File: src/sv/sicf_pkg.sv
// sicf_pkg: constants, result type and crc-16 byte update for the spd image crc filler
// no dependencies; imported by spd_image_crc_filler
package sicf_pkg;

  localparam logic [15:0] CRC_POLY   = 16'h1021;
  localparam int          SHORT_BIT  = 7;
  localparam logic [6:0]  SHORT_END  = 7'd117;
  localparam logic [6:0]  LONG_END   = 7'd126;
  localparam logic [6:0]  LAST_INDEX = 7'd127;

  // result queue: two slots must be free before a byte is taken
  localparam int Q_DEPTH = 4;
  localparam int Q_PTR_W = $clog2(Q_DEPTH);
  localparam int Q_CNT_W = $clog2(Q_DEPTH + 1);

  typedef struct packed {
    logic [7:0] value;
    logic [6:0] index;
    logic       last;
  } result_t;

  // one byte through the crc, msb first, no final xor
  function automatic logic [15:0] crc_feed(input logic [15:0] crc, input logic [7:0] b);
    logic [15:0] c;
    c = crc ^ {b, 8'h00};
    for (int k = 0; k < 8; k++) begin
      if (c[15]) begin
        c = {c[14:0], 1'b0} ^ CRC_POLY;
      end else begin
        c = {c[14:0], 1'b0};
      end
    end
    return c;
  endfunction

endpackage

File: src/sv/spd_image_crc_filler.sv
// spd_image_crc_filler: passes a 128-byte spd image through and fills a blank crc
// a taken byte is written into the result queue and offered from it in order; byte 126 is
//   held to byte 127, then both are queued and sent one per cycle unless out_stall
// throughput: one byte per cycle when out_stall is low; combinational crc, 4-entry queue
// reset (rst, synchronous): position, crc and queue cleared; next byte starts an image
// depends on sicf_pkg
module spd_image_crc_filler
  import sicf_pkg::*;
(
  input  logic       clk,
  input  logic       rst,
  input  logic       in_valid,
  output logic       in_stall,
  input  logic [7:0] data_byte,
  output logic       out_valid,
  input  logic       out_stall,
  output logic [7:0] out_byte,
  output logic [6:0] out_index,
  output logic       image_last
);

  logic [6:0]  byte_position;
  logic [15:0] crc_accumulator;
  logic        short_coverage;
  logic [7:0]  held_byte;

  result_t             queue [Q_DEPTH];
  logic [Q_PTR_W-1:0]  wr_ptr;
  logic [Q_PTR_W-1:0]  rd_ptr;
  logic [Q_CNT_W-1:0]  count;
  logic [Q_CNT_W-1:0]  count_next;

  logic        take;
  logic        give;
  logic        short_now;
  logic [15:0] crc_base;
  logic [15:0] crc_next;
  logic        covered;
  logic        blank;
  logic [1:0]  push_n;
  result_t     res0;
  result_t     res1;

  assign take      = in_valid & ~in_stall;
  assign out_valid = (count != '0);
  assign give      = out_valid & ~out_stall;
  assign in_stall  = (count > Q_CNT_W'(Q_DEPTH - 2));

  always_comb begin
    short_now = (byte_position == '0) ? data_byte[SHORT_BIT] : short_coverage;
    crc_base  = (byte_position == '0) ? 16'h0000 : crc_accumulator;
    covered   = byte_position < (short_now ? SHORT_END : LONG_END);
    crc_next  = covered ? crc_feed(crc_base, data_byte) : crc_base;
    blank     = (held_byte == 8'h00) && (data_byte == 8'h00);
    res0      = '{value: data_byte, index: byte_position, last: 1'b0};
    res1      = '{value: data_byte, index: LAST_INDEX, last: 1'b1};
    push_n    = 2'd0;
    if (byte_position < LONG_END) begin
      push_n = 2'd1;
    end else if (byte_position == LAST_INDEX) begin
      push_n      = 2'd2;
      res0.value  = blank ? crc_next[7:0] : held_byte;
      res0.index  = LONG_END;
      res1.value  = blank ? crc_next[15:8] : data_byte;
    end
    if (!take) begin
      push_n = 2'd0;
    end
    count_next = count + Q_CNT_W'(push_n) - Q_CNT_W'(give);
  end

  always_ff @(posedge clk) begin
    if (rst) begin
      byte_position   <= '0;
      crc_accumulator <= '0;
      short_coverage  <= 1'b0;
      held_byte       <= '0;
      wr_ptr          <= '0;
      rd_ptr          <= '0;
      count           <= '0;
    end else begin
      count <= count_next;
      if (give) begin
        rd_ptr <= rd_ptr + Q_PTR_W'(1);
      end
      wr_ptr <= wr_ptr + Q_PTR_W'(push_n);
      if (take) begin
        byte_position   <= byte_position + 7'd1;
        short_coverage  <= short_now;
        crc_accumulator <= (byte_position == LAST_INDEX) ? 16'h0000 : crc_next;
        if (byte_position == LONG_END) begin
          held_byte <= data_byte;
        end
      end
    end
  end

  // queue storage, up to two writes per cycle
  always_ff @(posedge clk) begin
    if (push_n != 2'd0) begin
      queue[wr_ptr] <= res0;
    end
    if (push_n == 2'd2) begin
      queue[wr_ptr + Q_PTR_W'(1)] <= res1;
    end
  end

  assign out_byte   = queue[rd_ptr].value;
  assign out_index  = queue[rd_ptr].index;
  assign image_last = queue[rd_ptr].last;

endmodule
File: config.mk
export PLATFORM = sky130hd
export DESIGN_NAME = spd_image_crc_filler
export DESIGN_NICKNAME = d
export VERILOG_FILES = /design/src/sv/sicf_pkg.sv /design/src/sv/spd_image_crc_filler.sv
export SDC_FILE = /design/constraint.sdc
export NUM_CORES = 1
export LEC_CHECK = 0
export BUFFER_PORTS_ARGS = -buffer_cell sky130_fd_sc_hd__buf_2
export CORE_MARGIN = 5
export CORE_UTILIZATION = 40
export CTS_CLUSTER_DIAMETER = 30
export DETAILED_ROUTE_END_ITERATION = 6
export PLACE_DENSITY = 0.54
export SLEW_MARGIN = 20
export SYNTH_ARGS = -nofsm -noshare
export SYNTH_HDL_FRONTEND = slang
export SYNTH_SLANG_ARGS = --single-unit
File: constraint.sdc
create_clock -name clk -period 4.6 [get_ports clk]
set_input_delay 0.23 -clock clk [delete_from_list [all_inputs] [get_ports clk]]
set_output_delay 0.23 -clock clk [all_outputs]
set_load 0.05 [all_outputs]
* After elaboration in Yosys (flattened, before gate mapping) *
Memory sizes are Yosys's and may differ from the RTL's. A register that Yosys moved wholly into a read port is not among the register bits.
Index checks and enable logic that the tools add are counted.

cells by class
  order comparisons = 3
  reductions and logical operators = 7
  muxes and demuxes = 28
  equality and inequality tests = 3
  bitwise gates (word level) = 13
  add/sub/neg operators = 6

operators by type and width
  operator                                                              count
  13-bit two-way mux                                                    8
  16-bit two-way mux                                                    3
  8-bit two-way mux                                                     4
  15-bit two-way mux                                                    2
  3-bit inverter                                                        8
  8-bit zero test                                                       2
  16-bit bitwise XOR                                                    1
  7-bit == test, second input constant                                  2
  2-bit two-way mux                                                     5
  7-bit by 1-bit adder with 7-bit output, second input constant         1
  7-bit zero test                                                       1
  7-bit < comparator                                                    1
  7-bit < comparator, second input constant                             1
  1-bit two-way mux                                                     5
  2-bit by 1-bit adder with 2-bit output, second input constant         2
  4-bit two-way mux                                                     1
  3-bit by 2-bit adder with 3-bit output                                1
  3-bit by 2-bit > comparator with 1-bit output, second input constant  1
  3-bit nonzero test                                                    1
  3-bit by 1-bit subtractor with 3-bit output                           1
  2-bit adder                                                           1
  1-bit bitwise AND                                                     2
  2-bit == test, second input constant                                  1
  1-bit inverter                                                        2
  other kinds (3)                                                       3

storage, ports and cells
  word-level logic and storage cells = 68
  memory bits (writable) = 64
  output and inout port bits = 18
  flip-flop bits (word level) = 39
  memories = 1
  input port bits = 12

memories
  name   depth  width  rd ports  clocked after memory_dff  write ports  RTL line                    source
  queue  4      16     1         1                         2            spd_image_crc_filler.sv:27  result_t queue [Q_DEPTH];

* Longest topological paths before layout *
Gate-level depths: netlist of run 1.

  depth after elaboration = 23
  depth in mapped cells = 15
  gate-level depth less buffers = 12

* Worst setup path after synthesis of run 1 *
OpenSTA, ideal clock, no wires.

  path kind = reg2reg
  start point = register byte_position[1]
  end point = memory queue[3][15] (netlist name), data pin
  required time = 4330 ps
  library setup time = 270 ps
  period minus slack after synthesis = 3249 ps
  path buffers = 2
  setup slack = 1351 ps
  stages on the path, launching flop included = 15
  arrival = 2980 ps
  cell sequence = dfxtp_1 > buf_2 > inv_1 > ha_1 > nor2b_1 > nand2_4 > mux2_2 > ha_1 > a31oi_1 > o21ai_1 > buf_2 > nand2_1 > mux2_2 > a21oi_2 > o22ai_1

RTL lines
  what                    RTL line                    source
  start, declared         spd_image_crc_filler.sv:22  logic [6:0] byte_position;
  start signal, assigned  spd_image_crc_filler.sv:88  byte_position <= byte_position + 7'd1;
  end, declared           spd_image_crc_filler.sv:27

==> summary.txt, run 1 <==
Setup path
  – WP data arrival: 3.94 ns
  – RR Endpoint: queue[1][14]
  – FF-to-FF Start: byte_position[1]
  – Critical Path Fanout Max: 17
  – Required time worst endpoint: 4.68 ns
  – Worst Setup End Kind: flip-flop
  – Worst setup SP type: flip-flop
  – Setup Crit Path Kind: flip-flop to flip-flop
  – Reg2reg setup slack: 0.75 ns
  – R2R cell count: 14

Timing
  – # setup viols final: 0
  – Hold_ws: 0.218 ns
  – Setup TNS: 0 ns
  – Skew final: 0.00813 ns
  – FMAX: 260 MHz
  – Fin. Hold Viols: 0
  – Fin crit share: 0.837
  – Minimum clock period: 3.85 ns
  – Slew Limit Fails: 0
  – Tightest Pin Transition: 0.884 ns
  – Max-Slew Margin vs Limit: 0.410
  – RSZ-0062 raised after global routing: false

Yosys
  – Primary FF master, synth: dfxtp_1
  – Seq cells post-synth: 105
  – Yosys Warn Count: 0
  – Synth Net Count: 603
  – Synth area leaders: dfxtp_1, edfxtp_1, mux4_2, xnor2_1, nor2_1
  – Yosys top cell by area: dfxtp_1
  – Yosys cell types: 65
  – Asr flop ratio synth: 0
  – Seq/Total Area, Yosys: 0.414
  – EDFF count, synth: 32
  – Yosys top cell area share: 0.250
  – Cell Area, Synth: 0.00585 mm2
  – Gate Count Post-Synth: 581
  – Syn_area_per_cell: 10.1 um2

Route
  – DR vias/cell: 5.93
  – DRC Markers: 0
  – Drt first-iter violations: 525
  – WL/cell: 20.9 um
  – DRT antenna net count: 0
  – WL final: 16000 um
  – DRT Pass-1 Iters: 5
  – Total number of vias: 4535

Run
  – Max-cap violations: 0

Cells and area
  – Nets: 598
  – Share of layout cells above drive strength 1: 0.151
  – Design Area, Final: 0.00630 mm2
  – Area grow syn2layout: 7.75%
  – N_diodes: 0

Die
  – # rows: 44
  – Core Region: 0.0144 mm2
  – Ports: 30
  – Die X: 131 um
  – Initial Utilization: 0.405
  – Die H: 131 um
  – Die area: 0.0171 mm2

Min path
  – Hold path depth: 3
  – HP Start: data_byte[3]
  – WHS Endpoint: held_byte[3]
  – Min-Delay Path Class: primary input to flip-flop

CTS
  – Clock sink total: 105
  – Clock root cell: clkbuf_16
  – CTS hold repair buffers: 0
  – Cts bufs inserted: 9
  – Worst-Skew Late Latency: 0.36 ns
  – CTS tree: done
  – # H-tree levels: 3
  – Clk slew on worst S/H paths: 0.08 ns
  – Resize count post-CTS: 0
  – Post CTS Setup Buffer Count: 0
  – Clock Path Buffers: 2

Global route
  – Vias in the first global route: 4415
  – Initial antenna violation count: 0
  – Tot GR Track Use: 0.195
  – Largest net degree at the start of global routing: 41
  – Grt total ovfl: 0
  – First-pass GRT wire length: 25200 um

Placement
  – Placed cell area: 0.00600 mm2
  – Final GP Congestion: 0.903
  – IO Port Bufs: 29
  – Dpl hpwl: 11000 um

Status
  – Status: completed

Pwr
  – Leakage Power: 0.00240 uW
  – Total power: 3570 uW
  – Power per Cell Area: 566 mW/mm2
  – Worst vdd ir: 0.254 mV
sequential cells by signal, summed over array words and instances (netlist names), named ones only:
register	flops
wr_ptr	2
held_byte	8
queue	64
short_coverage	1
crc_accumulator	16
rd_ptr	2
byte_position	7
count	3
final cells by class:
type | instances | area [um2]
Clock buffer | 10 | 250
Clock inverter | 6 | 48.8
Fill cell | 1355 | 8130
Inverter | 9 | 33.8
Multi-Input combinational cell | 414 | 3110
Sequential cell | 105 | 2420
Tap cell | 184 | 230
Timing Repair Buffer | 37 | 205
kinds of logic (layout without fill, tap and decap cells):
kind of cell             count (synthesis)  after routing  synth area share
AND/OR/NAND/NOR                        174            174             0.151
adder cells (fa/ha/maj)                 10             10            0.0227
AO/OA/AOI/OAI                          142            142             0.168
buffers and inverters                   62             62            0.0539
multiplexers                            34             34            0.0931
XOR/XNOR                                54             54            0.0972
flip-flops                             105            105             0.414
routing by layer:
| layer | track usage | vias up | share of wire |
|---|---|---|---|
| met2 | 0.307 | 168 | 0.47 |
| li1 | - | 2129 | - |
| met5 | 0 | - | 0 |
| met4 | 0.0593 | 0 | 0.017 |
| met1 | 0.266 | 2215 | 0.46 |
| met3 | 0.0476 | 23 | 0.059 |
layout by cell type, fill, tap and decap left out, drive strengths merged, types with 4 or more instances in the layout:
master	count
xor2	15
nor4	7
and2	6
o22ai	23
clkbuf	10
inv	11
nor2b	6
nand2	49
dfxtp	73
a22oi	13
ha	9
xnor2	34
o22a	16
o21ai	24
clkinv	4
xnor3	5
nor2	59
edfxtp	32
or3	8
mux4	16
a2bb2oi	6
nor3	4
mux2i	15
a21oi	31
buf	37
nand3	13
nand4	11
worst max-delay path by stage:
stage | slack, ns | from | end | cells past startpoint
4_1_cts | 0.80 | byte_position[1] | queue[1][14] | 14
6_report | 0.75 | byte_position[1] | queue[1][14] | 14
5_1_grt | 0.51 | byte_position[1] | queue[1][14] | 14
3_5_place_dp | 0.81 | byte_position[1] | queue[1][14] | 14
2_1_floorplan | 1.35 | byte_position[1] | queue[3][15] | 14
3_3_place_gp | 0.88 | byte_position[1] | queue[0][9] | 14
synth_stat cells (3+ instances only):
cell	number
a21oi_1	27
a21oi_2	4
a22oi_1	13
a2bb2oi_1	6
a31oi_1	3
a32oi_1	3
and2_1	6
buf_2	31
buf_4	5
buf_6	3
clkbuf_1	11
dfxtp_1	73
edfxtp_1	32
ha_1	9
inv_1	9
mux2_2	3
mux2i_1	15
mux4_2	16
nand2_1	46
nand3_1	13
nand4_1	9
nor2_1	58
nor2b_1	6
nor3_1	4
nor4_1	5
o211ai_1	3
o21ai_0	12
o21ai_1	12
o22a_1	16
o22ai_1	23
o32ai_1	3
or3_1	8
or4_1	3
xnor2_1	34
xnor3_1	5
xor2_1	13
metrics by stage:
stage	worst slack [ns]	utilization	instances
global placement	0.884	0.416	749
detailed placement	0.812	0.416	749
floorplan	1.35	-	581
finish	0.748	0.437	765
global route	0.509	0.437	765
CTS	0.796	0.437	765
where the power goes:
| group | internal, uW | switching [uW] | leakage, uW |
|---|---|---|---|
| Clock | 407 | 376 | 0.000149 |
| Combinational | 555 | 909 | 0.00133 |
| Sequential | 1150 | 168 | 0.000922 |
| Total | 2110 | 1450 | 0.00240 |
worst max-delay path, cell delays in order, from the launching register on:
cell and delay, ns:
dfxtp_1 0.30, buf_4 0.18, inv_1 0.17, ha_1 0.17, nor2b_1 0.26, nand2_4 0.19, mux2_2 0.34, ha_1 0.31
nand3_1 0.08, o21ai_1 0.15, buf_4 0.19, and2_1 0.50, a2111oi_0 0.20, o21ai_1 0.41, o22ai_1 0.12
No activity file was read; power rests on OpenSTA's default activity.
==> inputs of run 2 (changes only) <==
--- a/config.mk
+++ b/config.mk
@@ -10,7 +10,7 @@
 export CORE_UTILIZATION = 40
 export CTS_CLUSTER_DIAMETER = 30
 export DETAILED_ROUTE_END_ITERATION = 6
-export PLACE_DENSITY = 0.54
+export PLACE_DENSITY = 0.56
 export SLEW_MARGIN = 20
 export SYNTH_ARGS = -nofsm -noshare
 export SYNTH_HDL_FRONTEND = slang
==> constraint.sdc (replaced) <==
create_clock -name clk -period 3.3 [get_ports clk]
set_input_delay 0.165 -clock clk [delete_from_list [all_inputs] [get_ports clk]]
set_output_delay 0.165 -clock clk [all_outputs]
set_load 0.05 [all_outputs]
==> summary.txt, run 2 (synthesis results as in run 1) <==
Setup path
  – Largest stage delay, worst path: 0.40 ns
  – Crit-path cells: inv_1 > ha_1 > nor2b_2 > nand2_4 > mux2_2 > ha_1 > a31oi_1 > o21ai_1 > buf_4 > nand2_1 > mux2_2 > a21oi_2 > o22ai_1
  – Worst path bufs/invs: 2
  – WP data arrival: 3.25 ns
  – Required time worst endpoint: 3.39 ns
  – CP top delay family: multiplexers
  – Critical Path Fanout Max: 12
  – Worst setup SP type: flip-flop
  – Crit path max-delay cell type: mux2_2
  – Setup Crit Path Kind: flip-flop to flip-flop
  – Worst Setup End Kind: flip-flop

Route
  – WL final: 16400 um
  – DRC Markers: 0
  – Total number of vias: 4702
  – Drt first-iter violations: 442
  – DRT antenna net count: 0
  – DRT Pass-1 Iters: 6
  – WL/cell: 20.9 um
  – DR vias/cell: 5.99

CTS
  – Clock sink total: 105
  – CTS tree: done
  – CTS hold repair buffers: 0
  – Worst-Skew Late Latency: 0.37 ns
  – Cts bufs inserted: 9
  – # H-tree levels: 3
  – Clk slew on worst S/H paths: 0.07 ns
  – Clock Path Buffers: 2
  – Clock root cell: clkbuf_16

Timing
  – Max-Slew Margin vs Limit: 0.425
  – Fin crit share: 0.955
  – Final WS setup: 0.149 ns
  – Setup TNS: 0 ns
  – Slew Limit Fails: 0
  – Minimum clock period: 3.15 ns
  – RSZ-0062 raised after global routing: false
  – Tightest Pin Transition: 0.861 ns
  – FMAX: 317 MHz
  – Skew final: 0.00809 ns
  – Fin. Hold Viols: 0
  – # setup viols final: 0

Global route
  – Initial antenna violation count: 0
  – First-pass GRT wire length: 25500 um
  – Grt total ovfl: 0
  – Vias in the first global route: 4479
  – Tot GR Track Use: 0.196
  – Largest net degree at the start of global routing: 41

Die
  – Initial Utilization: 0.405
  – # rows: 44
  – Die H: 131 um
  – Die area: 0.0171 mm2
  – Die X: 131 um
  – Ports: 30
  – Core Region: 0.0144 mm2

Cells and area
  – Filler Cell Count: 1374
  – Nets: 618
  – Share of layout cells above drive strength 1: 0.188
  – Final Non-Filler Cells: 785
  – Reg with most FFs: queue
  – Max FFs per register: 64
  – Area grow syn2layout: 10.4%
  – Multi-input logic area: 0.00313 mm2
  – N_diodes: 0
  – FF/Latch Area: 0.00242 mm2
  – Top flop regs: queue (64), crc_accumulator (16), held_byte (8)
  – Most common cell after layout, fill and taps aside: dfxtp_1
  – Fin util: 0.448
  – Most frequent cells in the layout: dfxtp_1, nor2_1, nand2_1
  – Design Area, Final: 0.00646 mm2

Placement
  – IO Port Bufs: 29
  – Final GP Congestion: 0.887
  – Placed cell area: 0.00613 mm2
  – Place WS: 0.0526 ns
  – Dpl hpwl: 11500 um
  – Placed cells: 766

Pwr
  – Power per Cell Area: 774 mW/mm2
  – Worst vdd ir: 0.282 mV
  – Leakage Power: 0.00250 uW

Min path
  – Min-Delay Path Class: primary input to flip-flop

Run
  – Max-cap violations: 0

Status
  – Status: completed
-- run 2: final timing paths --
path / start / end / slack (ns) / depth (start not counted)
worst max-delay path: byte_position[1] / queue[1][8] / 0.15 / 13
worst min-delay path: data_byte[3] / held_byte[3] / 0.18 / 3
worst max register to register: byte_position[1] / queue[1][8] / 0.15 / 13
worst min register to register: queue[0][0] / queue[0][0] / 0.44 / 2
-- run 2: what timing repair did --
item | in CTS | in global routing
setup buffers | 0 | 3
gates resized for setup | 0 | 6
setup endpoints to repair | 0 | 39
-- run 2: metal layers --
layer	share of wire	global-route usage	vias up
li1	-	-	2175
met1	0.44	0.274	2317
met2	0.47	0.310	185
met3	0.074	0.0378	25
met4	0.015	0.0581	0
met5	0	0	-
-- run 2: worst reg2reg max path, cell delays in order, from the launching register on --
cell,delay [ns]
dfxtp_1,0.33
inv_1,0.10
ha_1,0.19
nor2b_2,0.17
nand2_4,0.06
mux2_2,0.35
ha_1,0.30
a31oi_1,0.17
o21ai_1,0.08
buf_4,0.18
nand2_1,0.20
mux2_2,0.40
a21oi_2,0.24
o22ai_1,0.12
-- run 2: final cells by class --
type / instances / area share
Multi-Input combinational cell: 414 / 0.484
Clock buffer: 11 / 0.0391
Clock inverter: 5 / 0.00562
Tap cell: 184 / 0.0357
Inverter: 9 / 0.00523
Sequential cell: 105 / 0.375
Timing Repair Buffer: 57 / 0.0550
-- run 2: report_power, final --
| group | internal (uW) | switching [uW] |
|---|---|---|
| Sequential | 1610 | 226 |
| Clock | 558 | 512 |
| Combinational | 795 | 1300 |
-- run 2: metrics by stage --
stage	total power, uW	hold WS, ns
2_1_floorplan	3460	0.309
3_3_place_gp	3900	0.430
3_5_place_dp	3940	0.435
4_1_cts	5020	0.168
5_1_grt	5250	0.173
6_report	5000	0.181
